==> src/design/cpd_pkg.sv <==
// Shared types, constants and the CRC-8 byte update for the packet deframer.
// No dependencies; the deframer core imports this package.
package cpd_pkg;

  localparam int MAX_PAYLOAD_DEF = 32;
  localparam int HDR_LEN = 6;
  localparam int HDR_IDX_W = 3;
  localparam int LEN_POS = 5;
  localparam int INDEX_W = 5;

  localparam logic [7:0] START_BYTE_RST = 8'h7E;
  localparam logic [7:0] CRC_POLY = 8'h1D;
  localparam logic [7:0] CRC_INIT = 8'h00;

  typedef enum logic [2:0] {
    STATUS_OK        = 3'd0,
    STATUS_BAD_START = 3'd1,
    STATUS_TOO_LONG  = 3'd2,
    STATUS_CRC_ERR   = 3'd3,
    STATUS_TRUNCATED = 3'd4
  } status_t;

  typedef enum logic {
    KIND_PAYLOAD = 1'b0,
    KIND_SUMMARY = 1'b1
  } kind_t;

  typedef struct packed {
    kind_t              kind;
    logic [7:0]         payload_value;
    logic [INDEX_W-1:0] payload_index;
    logic [7:0]         source_id;
    logic [7:0]         dest_id;
    logic [7:0]         frame_type;
    logic [7:0]         message_id;
    logic [7:0]         hop_limit;
    logic [7:0]         payload_length;
    status_t            status;
    logic               run_last;
  } res_t;

  // MSB-first CRC-8 update of one byte; eight shift/XOR steps on 8 bits.
  function automatic logic [7:0] crc8_feed(input logic [7:0] crc, input logic [7:0] b);
    logic [7:0] c;
    c = crc ^ b;
    for (int i = 0; i < 8; i++) begin
      if (c[7]) begin
        c = {c[6:0], 1'b0} ^ CRC_POLY;
      end else begin
        c = {c[6:0], 1'b0};
      end
    end
    return c;
  endfunction

endpackage

==> src/design/cpd_if.sv <==
// Valid/ready channel interfaces for received bytes and for result items.
// Depends on nothing but the signals they carry.
interface cpd_rx_if;
  logic       valid;
  logic       ready;
  logic [7:0] rx_byte;
  logic       buffer_end;

  modport source (output valid, output rx_byte, output buffer_end, input ready);
  modport sink (input valid, input rx_byte, input buffer_end, output ready);
endinterface

interface cpd_res_if;
  logic       valid;
  logic       ready;
  logic       kind;
  logic [7:0] payload_value;
  logic [4:0] payload_index;
  logic [7:0] source_id;
  logic [7:0] dest_id;
  logic [7:0] frame_type;
  logic [7:0] message_id;
  logic [7:0] hop_limit;
  logic [7:0] payload_length;
  logic [2:0] status;
  logic       run_last;

  modport source (
    output valid, output kind, output payload_value, output payload_index,
    output source_id, output dest_id, output frame_type, output message_id,
    output hop_limit, output payload_length, output status, output run_last,
    input ready
  );
  modport sink (
    input valid, input kind, input payload_value, input payload_index,
    input source_id, input dest_id, input frame_type, input message_id,
    input hop_limit, input payload_length, input status, input run_last,
    output ready
  );
endinterface

==> src/design/crc8_packet_deframer_core.sv <==
// Framed packet receiver with CRC-8 check: the top level of the block.
// Depends on cpd_pkg and the channel interfaces in cpd_if.sv.
//
// The block takes one received byte per cycle while rx.ready is high and parses start
// byte, six header bytes, the payload and a trailing CRC-8 (polynomial 0x1D, initial
// value 0, no reflection, start byte excluded). Each byte is decoded by a single pass
// of logic in the cycle of its transfer; its zero, one or two results are written into
// a four-entry output queue and can be taken from the cycle after. Input is ready while
// the queue has at least two free entries, so bytes that cause at most one result stream
// at one per cycle while results are taken; a payload byte that also ends the buffer
// yields two results. The start byte is set through cfg_we/cfg_wdata and resets to 0x7E.
module crc8_packet_deframer_core #(
  parameter int MAX_PAYLOAD = cpd_pkg::MAX_PAYLOAD_DEF
) (
  input  logic            clk,
  input  logic            rst,
  input  logic            cfg_we,
  input  logic [7:0]      cfg_wdata,
  cpd_rx_if.sink          rx,
  cpd_res_if.source       result
);
  import cpd_pkg::*;

  localparam int LEN_BITS = $clog2(MAX_PAYLOAD + 1);
  localparam int CNT_W = (LEN_BITS > INDEX_W) ? LEN_BITS : INDEX_W;
  localparam logic [7:0] MAX_LEN = 8'(MAX_PAYLOAD);
  localparam logic [CNT_W-1:0] LAST_HDR = CNT_W'(HDR_LEN - 1);
  localparam int QDEPTH = 4;
  localparam int QPTR_W = $clog2(QDEPTH);

  typedef enum logic [3:0] {
    PH_AWAIT   = 4'b0001,
    PH_HEADER  = 4'b0010,
    PH_PAYLOAD = 4'b0100,
    PH_CRC     = 4'b1000
  } phase_t;

  logic [7:0]       start_byte;
  phase_t           phase, phase_next;
  logic [CNT_W-1:0] byte_count, byte_count_next;
  logic [7:0]       hdr [HDR_LEN];
  logic [7:0]       hdr_next [HDR_LEN];
  logic [7:0]       crc, crc_next;
  logic             frame_done, frame_done_next;

  res_t             queue [QDEPTH];
  logic [QPTR_W-1:0] wr_ptr, rd_ptr;
  logic [QPTR_W:0]   q_count;

  logic       accept, pop;
  logic       pay_en, sum_en;
  status_t    sum_status;
  logic [7:0] b;
  logic       last;
  res_t       slot0, slot1, pay_res, sum_res;
  logic [1:0] push_n;

  assign b      = rx.rx_byte;
  assign last   = rx.buffer_end;
  assign rx.ready = (q_count <= (QPTR_W + 1)'(QDEPTH - 2));
  assign accept = rx.valid && rx.ready;
  assign pop    = result.valid && result.ready;

  always_comb begin
    phase_next      = phase;
    byte_count_next = byte_count;
    crc_next        = crc;
    frame_done_next = frame_done;
    for (int i = 0; i < HDR_LEN; i++) begin
      hdr_next[i] = hdr[i];
    end
    pay_en     = 1'b0;
    sum_en     = 1'b0;
    sum_status = STATUS_OK;

    if (frame_done) begin
      // Skipping the rest of a buffer whose frame is already reported.
      if (last) begin
        frame_done_next = 1'b0;
        phase_next      = PH_AWAIT;
      end
    end else begin
      case (phase)
        PH_HEADER: begin
          hdr_next[byte_count[HDR_IDX_W-1:0]] = b;
          crc_next        = crc8_feed(crc, b);
          byte_count_next = byte_count + 1'b1;
          if (byte_count == LAST_HDR) begin
            if (b > MAX_LEN) begin
              sum_en     = 1'b1;
              sum_status = STATUS_TOO_LONG;
            end else if (last) begin
              sum_en     = 1'b1;
              sum_status = STATUS_TRUNCATED;
            end else begin
              byte_count_next = '0;
              phase_next      = (b == 8'd0) ? PH_CRC : PH_PAYLOAD;
            end
          end else if (last) begin
            sum_en     = 1'b1;
            sum_status = STATUS_TRUNCATED;
          end
        end
        PH_PAYLOAD: begin
          pay_en          = 1'b1;
          crc_next        = crc8_feed(crc, b);
          byte_count_next = byte_count + 1'b1;
          if (last) begin
            sum_en     = 1'b1;
            sum_status = STATUS_TRUNCATED;
          end else if (8'(byte_count_next) >= hdr[LEN_POS]) begin
            phase_next = PH_CRC;
          end
        end
        PH_CRC: begin
          sum_en     = 1'b1;
          sum_status = (b == crc) ? STATUS_OK : STATUS_CRC_ERR;
        end
        default: begin
          for (int i = 0; i < HDR_LEN; i++) begin
            hdr_next[i] = 8'd0;
          end
          crc_next        = CRC_INIT;
          byte_count_next = '0;
          if (b != start_byte) begin
            sum_en     = 1'b1;
            sum_status = STATUS_BAD_START;
          end else if (last) begin
            sum_en     = 1'b1;
            sum_status = STATUS_TRUNCATED;
          end else begin
            phase_next = PH_HEADER;
          end
        end
      endcase
      if (sum_en) begin
        phase_next      = PH_AWAIT;
        frame_done_next = !last;
      end
    end
  end

  // Result items carry the header as it stands after this byte.
  always_comb begin
    pay_res.kind           = KIND_PAYLOAD;
    pay_res.payload_value  = b;
    pay_res.payload_index  = byte_count[INDEX_W-1:0];
    pay_res.source_id      = hdr_next[0];
    pay_res.dest_id        = hdr_next[1];
    pay_res.frame_type     = hdr_next[2];
    pay_res.message_id     = hdr_next[3];
    pay_res.hop_limit      = hdr_next[4];
    pay_res.payload_length = hdr_next[5];
    pay_res.status         = STATUS_OK;
    pay_res.run_last       = !sum_en;

    sum_res                = pay_res;
    sum_res.kind           = KIND_SUMMARY;
    sum_res.payload_value  = 8'd0;
    sum_res.payload_index  = '0;
    sum_res.status         = sum_status;
    sum_res.run_last       = 1'b1;

    slot0  = pay_en ? pay_res : sum_res;
    slot1  = sum_res;
    push_n = {1'b0, pay_en} + {1'b0, sum_en};
  end

  always_ff @(posedge clk) begin
    if (rst) begin
      start_byte <= START_BYTE_RST;
      phase      <= PH_AWAIT;
      byte_count <= '0;
      crc        <= CRC_INIT;
      frame_done <= 1'b0;
      for (int i = 0; i < HDR_LEN; i++) begin
        hdr[i] <= 8'd0;
      end
    end else begin
      if (cfg_we) begin
        start_byte <= cfg_wdata;
      end
      if (accept) begin
        phase      <= phase_next;
        byte_count <= byte_count_next;
        crc        <= crc_next;
        frame_done <= frame_done_next;
        for (int i = 0; i < HDR_LEN; i++) begin
          hdr[i] <= hdr_next[i];
        end
      end
    end
  end

  // Output queue: up to two entries written per transfer, one read per cycle while result.ready is high.
  always_ff @(posedge clk) begin
    if (accept && push_n != 2'd0) begin
      queue[wr_ptr] <= slot0;
    end
    if (accept && push_n == 2'd2) begin
      queue[wr_ptr + 1'b1] <= slot1;
    end
  end

  always_ff @(posedge clk) begin
    if (rst) begin
      wr_ptr  <= '0;
      rd_ptr  <= '0;
      q_count <= '0;
    end else begin
      if (accept) begin
        wr_ptr <= wr_ptr + QPTR_W'(push_n);
      end
      if (pop) begin
        rd_ptr <= rd_ptr + 1'b1;
      end
      q_count <= q_count + (accept ? (QPTR_W + 1)'(push_n) : '0) - (QPTR_W + 1)'(pop);
    end
  end

  res_t head;
  assign head = queue[rd_ptr];

  assign result.valid          = (q_count != '0);
  assign result.kind           = head.kind;
  assign result.payload_value  = head.payload_value;
  assign result.payload_index  = head.payload_index;
  assign result.source_id      = head.source_id;
  assign result.dest_id        = head.dest_id;
  assign result.frame_type     = head.frame_type;
  assign result.message_id     = head.message_id;
  assign result.hop_limit      = head.hop_limit;
  assign result.payload_length = head.payload_length;
  assign result.status         = head.status;
  assign result.run_last       = head.run_last;

`ifndef NO_ASSERTIONS
  a_queue_bound: assert property (@(posedge clk) disable iff (rst)
    q_count <= (QPTR_W + 1)'(QDEPTH))
    else $error("output queue holds more entries than it has");

  a_room_on_accept: assert property (@(posedge clk) disable iff (rst)
    accept |-> q_count <= (QPTR_W + 1)'(QDEPTH - 2))
    else $error("byte transfer without room for two results");

  a_skip_in_await: assert property (@(posedge clk) disable iff (rst)
    frame_done |-> phase == PH_AWAIT)
    else $error("skipping bytes while a frame is still open");

  a_payload_count: assert property (@(posedge clk) disable iff (rst)
    phase == PH_PAYLOAD |-> 8'(byte_count) < hdr[LEN_POS])
    else $error("payload count reached the length while still in payload");
`endif

endmodule
==> src/flat_wrapper.sv <==
// flat-port wrapper written by rule: the top's interface ports become plain ports
module crc8_packet_deframer_core_flat import cpd_pkg::*;
#(
  parameter int MAX_PAYLOAD = cpd_pkg::MAX_PAYLOAD_DEF
)
  (clk, rst, cfg_we, cfg_wdata, rx_valid, rx_rx_byte, rx_buffer_end, rx_ready, result_valid, result_kind, result_payload_value, result_payload_index, result_source_id, result_dest_id, result_frame_type, result_message_id, result_hop_limit, result_payload_length, result_status, result_run_last, result_ready);
  cpd_rx_if rx_i ();
  cpd_res_if result_i ();
  input  logic clk;
  input  logic rst;
  input  logic cfg_we;
  input  logic [7:0] cfg_wdata;
  input wire logic [$bits(rx_i.valid)-1:0] rx_valid;
  input wire logic [$bits(rx_i.rx_byte)-1:0] rx_rx_byte;
  input wire logic [$bits(rx_i.buffer_end)-1:0] rx_buffer_end;
  output wire logic [$bits(rx_i.ready)-1:0] rx_ready;
  output wire logic [$bits(result_i.valid)-1:0] result_valid;
  output wire logic [$bits(result_i.kind)-1:0] result_kind;
  output wire logic [$bits(result_i.payload_value)-1:0] result_payload_value;
  output wire logic [$bits(result_i.payload_index)-1:0] result_payload_index;
  output wire logic [$bits(result_i.source_id)-1:0] result_source_id;
  output wire logic [$bits(result_i.dest_id)-1:0] result_dest_id;
  output wire logic [$bits(result_i.frame_type)-1:0] result_frame_type;
  output wire logic [$bits(result_i.message_id)-1:0] result_message_id;
  output wire logic [$bits(result_i.hop_limit)-1:0] result_hop_limit;
  output wire logic [$bits(result_i.payload_length)-1:0] result_payload_length;
  output wire logic [$bits(result_i.status)-1:0] result_status;
  output wire logic [$bits(result_i.run_last)-1:0] result_run_last;
  input wire logic [$bits(result_i.ready)-1:0] result_ready;
  assign rx_i.valid = rx_valid;
  assign rx_i.rx_byte = rx_rx_byte;
  assign rx_i.buffer_end = rx_buffer_end;
  assign rx_ready = rx_i.ready;
  assign result_valid = result_i.valid;
  assign result_kind = result_i.kind;
  assign result_payload_value = result_i.payload_value;
  assign result_payload_index = result_i.payload_index;
  assign result_source_id = result_i.source_id;
  assign result_dest_id = result_i.dest_id;
  assign result_frame_type = result_i.frame_type;
  assign result_message_id = result_i.message_id;
  assign result_hop_limit = result_i.hop_limit;
  assign result_payload_length = result_i.payload_length;
  assign result_status = result_i.status;
  assign result_run_last = result_i.run_last;
  assign result_i.ready = result_ready;
  crc8_packet_deframer_core #(.MAX_PAYLOAD(MAX_PAYLOAD)) u_core (.clk(clk), .rst(rst), .cfg_we(cfg_we), .cfg_wdata(cfg_wdata), .rx(rx_i), .result(result_i));
endmodule
==> config.mk <==
export PLATFORM = sky130hd
export DESIGN_NAME = crc8_packet_deframer_core_flat
export DESIGN_NICKNAME = d
export VERILOG_FILES = /design/src/design/cpd_pkg.sv /design/src/design/cpd_if.sv /design/src/design/crc8_packet_deframer_core.sv /design/src/flat_wrapper.sv
export SDC_FILE = /design/constraint.sdc
export NUM_CORES = 1
export LEC_CHECK = 0
export ABC_AREA = 1
export BUFFER_PORTS_ARGS = -buffer_cell sky130_fd_sc_hd__buf_2
export CORE_ASPECT_RATIO = 1.1
export CORE_MARGIN = 3
export CORE_UTILIZATION = 35
export CTS_CLUSTER_DIAMETER = 200
export DETAILED_ROUTE_END_ITERATION = 16
export GPL_ROUTABILITY_DRIVEN = 0
export SLEW_MARGIN = 5
export SYNTH_ARGS = -nofsm -noshare
export SYNTH_HDL_FRONTEND = slang
export SYNTH_SLANG_ARGS = --single-unit
export TNS_END_PERCENT = 5
==> constraint.sdc <==
create_clock -name clk -period 4.02 [get_ports clk]
set_input_delay 0.201 -clock clk [delete_from_list [all_inputs] [get_ports clk]]
set_output_delay 0.201 -clock clk [all_outputs]
set_load 0.02 [all_outputs]
# Yosys cells after proc, flatten, opt, wreduce, memory -nomap -nowiden
# Memories as Yosys holds them, arrays and structs flattened. A register that Yosys moved wholly into a read port is not among the register bits.
# Cells that the tools add are included.
dict set report totals {
  register_bits 34
  ram_bits 312
  in_bits 22
  out_inout_bits 68
  word_cells 179
  memories 2
}
# name depth word_bits read_ports rd_ports_with_merged_regs write_ports line
set mem_list {}
lappend mem_list {u_core.queue 4 66 1 1 2 crc8_packet_deframer_core.sv:46} ;# res_t queue [QDEPTH];
lappend mem_list {u_core.hdr 6 8 6 0 6 crc8_packet_deframer_core.sv:41} ;# logic [7:0] hdr [HDR_LEN];
dict set report classes {
  add_sub_neg 7
  magnitude_cmp 5
  n_eq_ne 16
  muxes 103
  bitwise 25
  reduce_logical 13
}
# operator count
set ops {}
lappend ops {{8-bit 2-to-1 mux} 35}
lappend ops {{48-bit one-hot mux with 2 select lines} 1}
lappend ops {{5-bit 2-to-1 mux} 15}
lappend ops {{66-bit 2-to-1 mux} 1}
lappend ops {{4-bit inverter} 15}
lappend ops {{48-bit bitwise mux} 1}
lappend ops {{48-bit 2-to-1 mux} 1}
lappend ops {{4-bit 2-to-1 mux} 11}
lappend ops {{8-bit demux with 3-bit select} 1}
lappend ops {{8-bit one-hot mux with 3 select lines} 1}
lappend ops {{1-bit 2-to-1 mux} 20}
lappend ops {{6-bit 2-to-1 mux} 3}
lappend ops {{6-bit one-hot mux with 3 select lines} 1}
lappend ops {{3-bit 2-to-1 mux} 5}
lappend ops {{4-bit by 2-bit inequality test with 1-bit output, second input constant} 3}
lappend ops {{4-bit one-hot mux with 3 select lines} 1}
lappend ops {{10-bit AND reduction} 1}
lappend ops {{3-bit one-hot mux with 3 select lines} 1}
lappend ops {{8-bit equality test} 1}
lappend ops {{6-bit by 8-bit >= comparator with 1-bit output} 1}
lappend ops {{8-bit by 6-bit > comparator with 1-bit output, second input constant} 1}
lappend ops {{8-bit logical NOT} 1}
lappend ops {{2-bit 2-to-1 mux} 4}
lappend ops {{4-bit by 1-bit inequality test with 1-bit output, second input constant} 2}
lappend ops {{other kinds (30)} 42}

# Logic depth before layout (Yosys ltp)
# Gate-level depths: netlist of run 1.
dict set report depth {
  ltp_word 32
  depth_mapped 19
  mapped_depth_nobuf 18
}

# Worst setup path after synthesis of run 1
# No wires, ideal clock.
dict set report synth_timing {
  path_type {flip-flop to flip-flop}
  from {register u_core.byte_count[1]}
  to {memory u_core.queue[3][10] (netlist bit) (enable)}
  arrival_time_ns 3.290
  path_slack_ns 0.325
  path_stages_with_launch 18
  n_path_buf 2
  synth_period_minus_slack_ns 3.695
  cell_sequence {dfxtp_1 > inv_1 > ha_1 > nand3_1 > nor2_1 > nand4_1 > nand2_1 > nand2_1 > nor2_1 > ha_1 > inv_1 > nor2_2 > inv_2 > nor3_4 > nor2_2 > buf_6 > buf_6 > inv_1}
}
# element line
set synth_lines {}
lappend synth_lines {{start: declaration} crc8_packet_deframer_core.sv:40} ;# logic [CNT_W-1:0] byte_count, byte_count_next;
lappend synth_lines {{start signal: assignment} crc8_packet_deframer_core.sv:185} ;# byte_count <= byte_count_next;
lappend synth_lines {{end: declaration} crc8_packet_deframer_core.sv:46}

==> results of run 1 <==
==> layout make-up <==
type,count,area [um^2],area share (%)
Multi-Input combinational cell,1145,5390,29.7
Timing Repair Buffer,121,731,4.03
Inverter,168,632,3.48
Clock buffer,43,948,5.23
Tap cell,581,727,4.01
Sequential cell,348,9490,52.3
Clock inverter,21,223,1.23
==> cells by family (layout without fill, tap and decap cells) <==
family                   count (synthesis)  in the layout  synth area share (%)
adder cells (fa/ha/maj)                 16             16                  1.31
AND/OR/NAND/NOR                        731            731                  18.4
buffers and inverters                  259            353                  6.48
AO/OA/AOI/OAI                          374            374                  12.8
flip-flops                             348            348                  59.8
XOR/XNOR                                24             24                  1.32
==> power by group <==
group | internal (mW) | total [mW] | switching, mW
sequential | 4.45 | 4.68 | 0.232
clock | 1.95 | 3.34 | 1.39
combinational | 0.846 | 3.07 | 2.23
total | 7.24 | 11.1 | 3.84
==> state kept, by name, indices dropped and copies added (netlist names), named ones only <==
register           flops
u_core.crc             8
u_core.phase           4
u_core.wr_ptr          2
u_core.start_byte      8
u_core.queue         264
u_core.frame_done      1
u_core.byte_count      6
u_core.q_count         3
u_core.rd_ptr          2
u_core.hdr            48
==> per-layer routing <==
layer  wire length, um  vias to the layer above  global-route usage, %
li1                  -                     6010                      -
met1             18600                     5986                   22.8
met2             22000                      321                   31.6
met3              2040                       67                   2.14
met4               996                        2                   5.19
met5                 7                        -                      0
==> through the flow <==
step	power [mW]	area [um^2]
after floorplan	6.73	15900
after global placement	7.79	16900
after detailed placement	7.85	16900
after CTS	11.2	18100
after global routing	11.7	18100
final	11.1	18100
==> how the worst max path moves through the flow <==
| stage | to | cells past startpoint |
|---|---|---|
| 2_1_floorplan | u_core.queue[3][10] | 17 |
| 3_3_place_gp | u_core.queue[2][35] | 15 |
| 3_5_place_dp | u_core.queue[2][35] | 15 |
| 4_1_cts | u_core.queue[2][50] | 15 |
| 5_1_grt | u_core.queue[2][46] | 15 |
| 6_report | u_core.queue[2][46] | 15 |
==> placed cells by master, fill, tap and decap left out, types with 5 or more instances in the layout <==
master and n:
edfxtp_1 252, nand3_1 29, clkinv_2 8, xnor2_1 13
nor2_1 491, a21oi_1 69, nor2_2 6, buf_4 22
nand2_1 174, buf_2 89, dfxtp_1 94, clkinv_1 6
o22ai_1 104, o21ai_0 193, nand4_1 10, ha_1 15
clkbuf_16 36, dlygate4sd3_1 8, inv_1 152, nor3_4 5
inv_2 14, xor2_1 11
==> repair_timing <==
action / 4_1_cts / 5_1_grt
hold buffers: 8 / 0
setup buffers: 0 / 0
endpoints found under the setup margin: 0 / 0
hold endpoints to repair: 8 / 0
==> reports/qor.csv, run 1 <==
stage;metric;value;unit
global_routing;grt_max_degree;106;
floorplan;die_area;48000;um^2
global_routing;grt_pass1_wl;68400;um
critical_path;crit_buf_inv;4;
route;num_vias;12386;
power;p_leak;6.70;nW
critical_path;reg2reg_depth;15;
critical_path;cp.required;4.20;ns
hold_path;hold_depth;2;
timing;fin_skew;0.0329;ns
synthesis;yosysSeqAreaShare;59.8;%
route;initialDrtViolationCount;957;
critical_path;cp_top_family;simple AND/OR/NAND/NOR gates;
outcome;status;completed;
route;drtAntennaViolNets;0;
placed_design;placed_cells;2355;
placed_design;io_buffers;89;
cells_and_area;diodes;0;
cells_and_area;area_delta_synth_final;14.3;%
cells_and_area;final_cells;2427;
synthesis;synth.distinct_cells;35;
hold_path;hp-start;cfg_we;
clock_network;insertion_delay;0.54;ns
placed_design;preCtsSetupSlack;0.578;ns
synthesis;synth_edf_count;252;
clock_network;cts.sinks;348;
critical_path;crit_arrival;3.68;ns
route;drt-total-wl;43600;um
clock_network;cts.clk_slew.worst_paths;0.06;ns
flow_run;drv_cap;0;
floorplan;num_rows;81;
floorplan;die_w;209;um
floorplan;start_util;35.5;%
timing;setup_tns;0;ns
timing;worst_slew_pin_slew;1.12;ns
critical_path;cp-startpoint;u_core.byte_count[0];
synthesis;synth_flop_cell;edfxtp_1;
synthesis;yosys-top-cells-area;edfxtp_1 (48%), dfxtp_1 (12%), nor2_1 (12%), o21ai_0 (6.1%), nand2_1 (4.1%);
floorplan;die_y;229;um
synthesis;synth.top_cell.area_share;47.7;%
synthesis;ys_warn_count;0;
global_routing;grt_use_total;17.8;%
global_routing;grt_overflow;0;
timing;setup_viol;0;
timing;hold_viol_final;0;
timing;timing.hold.ws;0.0517;ns
critical_path;start_kind;flop;
synthesis;yosys.area.top_type;edfxtp_1;
power;vdd_drop_max;0.000263;V
route;avgViaCountPerCell;5.10;
timing;timing.fmax;285;MHz
timing;fin_ws;0.516;ns
timing;slew_headroom;25.1;%
floorplan;fp.coreArea;44700;um^2
critical_path;crit_slowest_cell;dfxtp_1;
critical_path;crit_fanout;51;
critical_path;end_kind;flop;
synthesis;syn_area_per_cell;9.06;um^2
clock_network;clock_path_buffers;3;
synthesis;syn_nets;1790;
clock_network;root_buffer;clkbuf_16;
synthesis;synth_common_cells;nor2_1 (493), edfxtp_1 (252), o21ai_0 (193), nand2_1 (175), inv_1 (157);
route;avgRoutedWirePerCell;18.0;um
timing;rsz0062_at_grt;no;
critical_path;path_cells;ha_1 > nand3_1 > nor2_1 > nand4_1 > nand2_1 > nand2_1 > nor2_1 > ha_1 > inv_1 > nor2_2 > nand3_1 > inv_1 > nor2_4 > inv_2 > buf_12;
clock_network;cts_resized;0;
route;dr.pass1.iters;5;
timing;period_minus_slack;3.50;ns
global_routing;antenna_found_initial;1;
cells_and_area;layout-drive-gt1-share;11.2;%
placed_design;hpwl;27000;um
critical_path;worstSetupPathType;flop to flop;
cells_and_area;n_fill_cell;4364;
cells_and_area;final_util;40.6;%
synthesis;syn_area;15900;um^2
floorplan;ios;90;
synthesis;yosysMostFrequentCell;nor2_1;
power;power_density;611;nW/um^2
hold_path;hold_class;primary input to flop;
timing;slew_viol_final;0;
route;drc_errors;0;
critical_path;timing.rr.end;u_core.queue[2][46];
synthesis;synth_seq_cells;348;
global_routing;grt_pass1_vias;12312;
clock_network;cts_tree;built;
critical_path;r2r-start;u_core.byte_count[0];
critical_path;ff2ff_setup_slack;0.52;ns
synthesis;async_flop_share;0;%
critical_path;slowest_delay;0.55;ns
cells_and_area;nets;1857;
clock_network;cts_buffers;35;
hold_path;hold_end;u_core.start_byte[2];
timing;min_period_over_period;87.2;%
synthesis;syn_inst;1752;
clock_network;h-tree-depth;2;
Power figures use the tool's default switching activity.
==> run 2: changes to the inputs <==
--- a/config.mk
+++ b/config.mk
@@ -9,7 +9,7 @@
 export BUFFER_PORTS_ARGS = -buffer_cell sky130_fd_sc_hd__buf_2
 export CORE_ASPECT_RATIO = 1.1
 export CORE_MARGIN = 3
-export CORE_UTILIZATION = 35
+export CORE_UTILIZATION = 30
 export CTS_CLUSTER_DIAMETER = 200
 export DETAILED_ROUTE_END_ITERATION = 16
 export GPL_ROUTABILITY_DRIVEN = 0
==> reports/qor.csv, run 2 (same netlist as run 1, synthesis figures left out) <==
stage;metric;value;unit
cells_and_area;final_common_cell;nor2_1;
route;avgRoutedWirePerCell;17.6;um
power;p_leak;6.69;nW
hold_path;hold_class;primary input to flop;
clock_network;root_buffer;clkbuf_16;
floorplan;die_y;247;um
route;drt-total-wl;44100;um
timing;hold_viol_final;0;
global_routing;grt_overflow;0;
route;avgViaCountPerCell;4.98;
timing;slew_viol_final;0;
timing;period_minus_slack;3.55;ns
critical_path;crit_arrival;3.74;ns
power;swShare;34.8;%
floorplan;die_w;225;um
global_routing;antenna_found_initial;1;
route;dr.pass1.iters;5;
power;power.net_switching;3.86;mW
cells_and_area;layout_common_cells;nor2_1 (491), edfxtp_1 (252), o21ai_0 (193), nand2_1 (174), inv_1 (153);
power;seq_power_share;42.2;%
placed_design;hpwl;28200;um
power;clockPowerShare;29.6;%
route;drtAntennaViolNets;0;
global_routing;grt_pass1_wl;68700;um
critical_path;end_kind;flop;
cells_and_area;diodes;0;
clock_network;cts.clk_slew.worst_paths;0.06;ns
floorplan;start_util;30.6;%
clock_network;h-tree-depth;2;
cells_and_area;area_delta_synth_final;15.1;%
cells_and_area;layout-drive-gt1-share;11.1;%
cells_and_area;design_area;18300;um^2
power;power_density;607;nW/um^2
timing;timing.hold.ws;0.0468;ns
floorplan;num_rows;87;
cells_and_area;largest_reg_flops;264;
critical_path;crit_fanout;51;
critical_path;cp.required;4.21;ns
cells_and_area;n_fill_cell;5273;
timing;fin_skew;0.0210;ns
timing;timing.fmax;281;MHz
timing;setup_tns;0;ns
clock_network;cts_setup_buffers;0;
clock_network;cts.sinks;348;
power;vdd_drop_max;0.000260;V
flow_run;drv_cap;0;
floorplan;fp.coreArea;51800;um^2
critical_path;start_kind;flop;
floorplan;die_area;55700;um^2
power;share_comb_of_total_power;28.2;%
route;initialDrtViolationCount;973;
clock_network;clock_path_buffers;3;
route;num_vias;12495;
global_routing;grt_use_total;15.6;%
clock_network;cts_tree;built;
route;drc_errors;0;
global_routing;grt_max_degree;67;
clock_network;holdBufCountCts;8;
placed_design;io_buffers;89;
placed_design;post_dp_cell_area;17100;um^2
timing;min_period_over_period;88.4;%
critical_path;worstSetupPathType;flop to flop;
floorplan;ios;90;
timing;slew_headroom;47.8;%
power;intPower;7.22;mW
clock_network;insertion_delay;0.53;ns
cells_and_area;largest_register;u_core.queue;
clock_network;cts_buffers;34;
timing;rsz0062_at_grt;no;
timing;setup_viol;0;
cells_and_area;nets;1856;
timing;worst_slew_pin_slew;0.783;ns
cells_and_area;reg_top3;u_core.queue x264, u_core.hdr x48;
outcome;status;completed;
global_routing;grt_pass1_vias;12194;
clock_network;cts_resized;0;
run 2: per-layer routing:
metal,vias to the layer above,GRT usage [%],part of all wire (%)
met5,-,0,0.029
met2,373,26.8,49
met1,6033,19.6,42
met4,2,6.30,3.7
met3,93,2.33,5.1
li1,5994,-,-
run 2: cell type report:
class / instances / area [um^2] / area share, %
sequential: 348 / 9490 / 52.0
clock inverter: 16 / 160 / 0.876
multi-input combinational: 1145 / 5390 / 29.5
tap: 667 / 835 / 4.57
clock buffer: 46 / 970 / 5.31
inverter: 168 / 632 / 3.46
timing repair buffer: 121 / 793 / 4.34
run 2: power by group through the flow:
stage | Clock, mW | Sequential (mW) | Combinational (mW)
floorplan | 0 | 4.66 | 2.07
global placement | 0 | 4.73 | 3.13
detailed placement | 0 | 4.74 | 3.18
CTS | 3.34 | 4.67 | 3.19
global route | 3.47 | 4.73 | 3.49
finish | 3.28 | 4.68 | 3.13
run 2: path summary, 6_finish.rpt:
kind	startpoint	to	slack, ns	cells after the start
max	u_core.byte_count[0]	u_core.queue[2][33]	0.47	15
min	cfg_we	u_core.start_byte[2]	0.05	2
max reg2reg	u_core.byte_count[0]	u_core.queue[2][33]	0.47	15
min reg2reg	u_core.queue[1][65]	u_core.queue[1][65]	0.46	2
run 2: metrics by stage:
step	total power, mW	util [%]	instances	worst slack (ns)
global placement	7.86	32.9	2441	0.673
floorplan	6.73	-	1752	0.325
global route	11.7	35.3	2511	0.298
finish	11.1	35.3	2511	0.467
CTS	11.2	35.3	2511	0.534
detailed placement	7.92	32.9	2441	0.552
run 2: worst max-delay path: stages (launching register included):
cell,delay (ns)
dfxtp_1,0.54
ha_1,0.21
nand3_1,0.11
nor2_1,0.21
nand4_1,0.16
nand2_1,0.10
nand2_1,0.11
nor2_1,0.20
ha_1,0.24
inv_1,0.07
nor2_2,0.14
nand3_1,0.38
inv_1,0.26
nor2_4,0.06
inv_2,0.09
buf_12,0.28
==> run 3: changes to the inputs <==
==> constraint.sdc (replaced) <==
create_clock -name clk -period 4.02 [get_ports clk]
set_input_delay 0.603 -clock clk [delete_from_list [all_inputs] [get_ports clk]]
set_output_delay 0.603 -clock clk [all_outputs]
set_load 0.02 [all_outputs]
==> reports/qor.csv, run 3 (same netlist as run 1, synthesis figures left out) <==
stage;metric;value;unit
power;share_comb_of_total_power;28.9;%
placed_design;placed_cells;2446;
timing;period_minus_slack;3.35;ns
power;total_power;10.9;mW
timing;fin_skew;0.0146;ns
hold_path;hold_class;primary input to flop;
power;seq_power_share;42.6;%
route;initialDrtViolationCount;1185;
cells_and_area;nets;1853;
floorplan;die_w;225;um
global_routing;grt_pass1_wl;70200;um
critical_path;reg2reg_depth;15;
cells_and_area;layout_common_cells;nor2_1 (491), edfxtp_1 (252), o21ai_0 (193), nand2_1 (174), inv_1 (153);
route;drc_errors;0;
route;met3_length;2560;um
route;dr.pass1.iters;6;
floorplan;num_rows;87;
floorplan;ios;90;
clock_network;insertion_delay;0.53;ns
placed_design;io_buffers;89;
cells_and_area;largest_reg_flops;264;
power;power.net_switching;3.85;mW
critical_path;timing.rr.end;u_core.queue[0][33];
cells_and_area;largest_register;u_core.queue;
global_routing;grt_use_total;16.0;%
timing;setup_tns;0;ns
placed_design;post_dp_cell_area;17100;um^2
global_routing;grt_pass1_vias;12212;
hold_path;hold_depth;3;
clock_network;clock_path_buffers;3;
route;avgViaCountPerCell;4.97;
power;clockPowerShare;28.5;%
cells_and_area;final_common_cell;nor2_1;
critical_path;cp.required;4.22;ns
floorplan;die_y;247;um
flow_run;drv_cap;0;
critical_path;crit_fanout;48;
route;drt-total-wl;44700;um
route;wl_met2;22200;um
route;top_layer_used;met5;
clock_network;cts.clk_slew.worst_paths;0.06;ns
power;p_leak;6.65;nW
critical_path;ff2ff_setup_slack;0.67;ns
route;num_vias;12461;
critical_path;r2r-start;u_core.byte_count[0];
global_routing;antenna_found_initial;1;
clock_network;root_buffer;clkbuf_16;
critical_path;worstSetupPathType;flop to flop;
critical_path;crit_arrival;3.55;ns
hold_path;hold_end;u_core.start_byte[2];
floorplan;fp.coreArea;51800;um^2
timing;slew_viol_final;0;
cells_and_area;layout-drive-gt1-share;11.3;%
cells_and_area;final_cells;2507;
timing;worst_slew_pin_slew;0.815;ns
critical_path;end_kind;flop;
critical_path;start_kind;flop;
clock_network;holdBufCountCts;0;
cells_and_area;diodes;0;
cells_and_area;reg_top3;u_core.queue x264, u_core.hdr x48;
clock_network;cts_resized;0;
timing;slew_headroom;45.7;%
clock_network;cts_setup_buffers;0;
route;avgRoutedWirePerCell;17.8;um
route;wl_met1;19100;um
floorplan;die_area;55700;um^2
clock_network;cts_buffers;34;
cells_and_area;design_area;18200;um^2
power;intPower;7.06;mW
global_routing;grt_overflow;0;
power;power_density;601;nW/um^2
clock_network;cts.sinks;348;
timing;timing.fmax;299;MHz
cells_and_area;n_fill_cell;5271;
clock_network;cts_tree;built;
floorplan;start_util;30.6;%
timing;rsz0062_at_grt;no;
global_routing;grt_max_degree;73;
hold_path;hp-start;cfg_wdata[2];
power;swShare;35.3;%
placed_design;hpwl;27500;um
outcome;status;completed;
power;vdd_drop_max;0.000262;V
timing;setup_viol;0;
route;drtAntennaViolNets;0;
clock_network;h-tree-depth;2;
timing;min_period_over_period;83.3;%
timing;hold_viol_final;0;
cells_and_area;area_delta_synth_final;14.4;%
==> run 3: cell types whose count changed in the layout (fill, tap and decap cells not counted) <==
cell           change
dlygate4sd3_1      -8
clkinv_1           +7
clkbuf_1           -6
buf_4              +5
clkbuf_16          -2
clkinvlp_4         +2
bufinv_16          -1
clkinv_2           -1
inv_4              -1
inv_6              +1
==> run 3: layout make-up <==
| class | instances | area, um^2 | area share (%) |
|---|---|---|---|
| Timing Repair Buffer | 118 | 751 | 4.13 |
| Sequential cell | 348 | 9490 | 52.3 |
| Tap cell | 667 | 835 | 4.59 |
| Multi-Input combinational cell | 1145 | 5390 | 29.7 |
| Clock inverter | 23 | 169 | 0.930 |
| Inverter | 168 | 632 | 3.48 |
| Clock buffer | 38 | 897 | 4.94 |
==> run 3: through the flow <==
stage | setup WS [ns] | util [%] | hold WS, ns
5_1_grt | 0.395 | 35.1 | 0.344
2_1_floorplan | 0.298 | - | 0.421
3_5_place_dp | 0.601 | 33.0 | 0.442
4_1_cts | 0.713 | 35.1 | 0.295
3_3_place_gp | 0.639 | 33.0 | 0.440
6_report | 0.671 | 35.1 | 0.314
==> run 3: metal layers <==
layer | global-route usage, % | up-vias
li1 | - | 5991
met1 | 20.9 | 6036
met2 | 27.9 | 378
met3 | 1.97 | 54
met4 | 4.41 | 2
met5 | 0 | -
==> run 3: power by group through the flow <==
stage | logic [mW] | registers (mW) | clock network [mW]
2_1_floorplan | 2.07 | 4.66 | 0
3_3_place_gp | 3.16 | 4.71 | 0
3_5_place_dp | 3.20 | 4.72 | 0
4_1_cts | 3.21 | 4.65 | 3.17
5_1_grt | 3.51 | 4.71 | 3.31
6_report | 3.15 | 4.65 | 3.11
==> run 3: critical path: stages, from the launching register on <==
cell and delay (ns):
dfxtp_1 0.58, ha_1 0.22, nand3_1 0.13, nor2_1 0.24, nand4_1 0.14, nand2_1 0.09, nand2_1 0.10, nor2_1 0.20
ha_1 0.24, inv_1 0.06, nor2_2 0.14, inv_2 0.09, nor2_1 0.27, nor2_4 0.07, inv_2 0.12, buf_12 0.29
==> run 3: worst max-delay path by stage <==
stage / startpoint / cells past startpoint / to / slack (ns)
global placement: rx_rx_byte[2] / 18 / u_core.queue[0][39] / 0.64
detailed placement: rx_rx_byte[2] / 18 / u_core.queue[3][12] / 0.60
finish: u_core.byte_count[0] / 15 / u_core.queue[0][33] / 0.67
global route: u_core.byte_count[0] / 15 / u_core.queue[0][32] / 0.40
CTS: u_core.byte_count[0] / 15 / u_core.queue[0][13] / 0.71
floorplan: rx_rx_byte[2] / 18 / u_core.queue[3][10] / 0.30
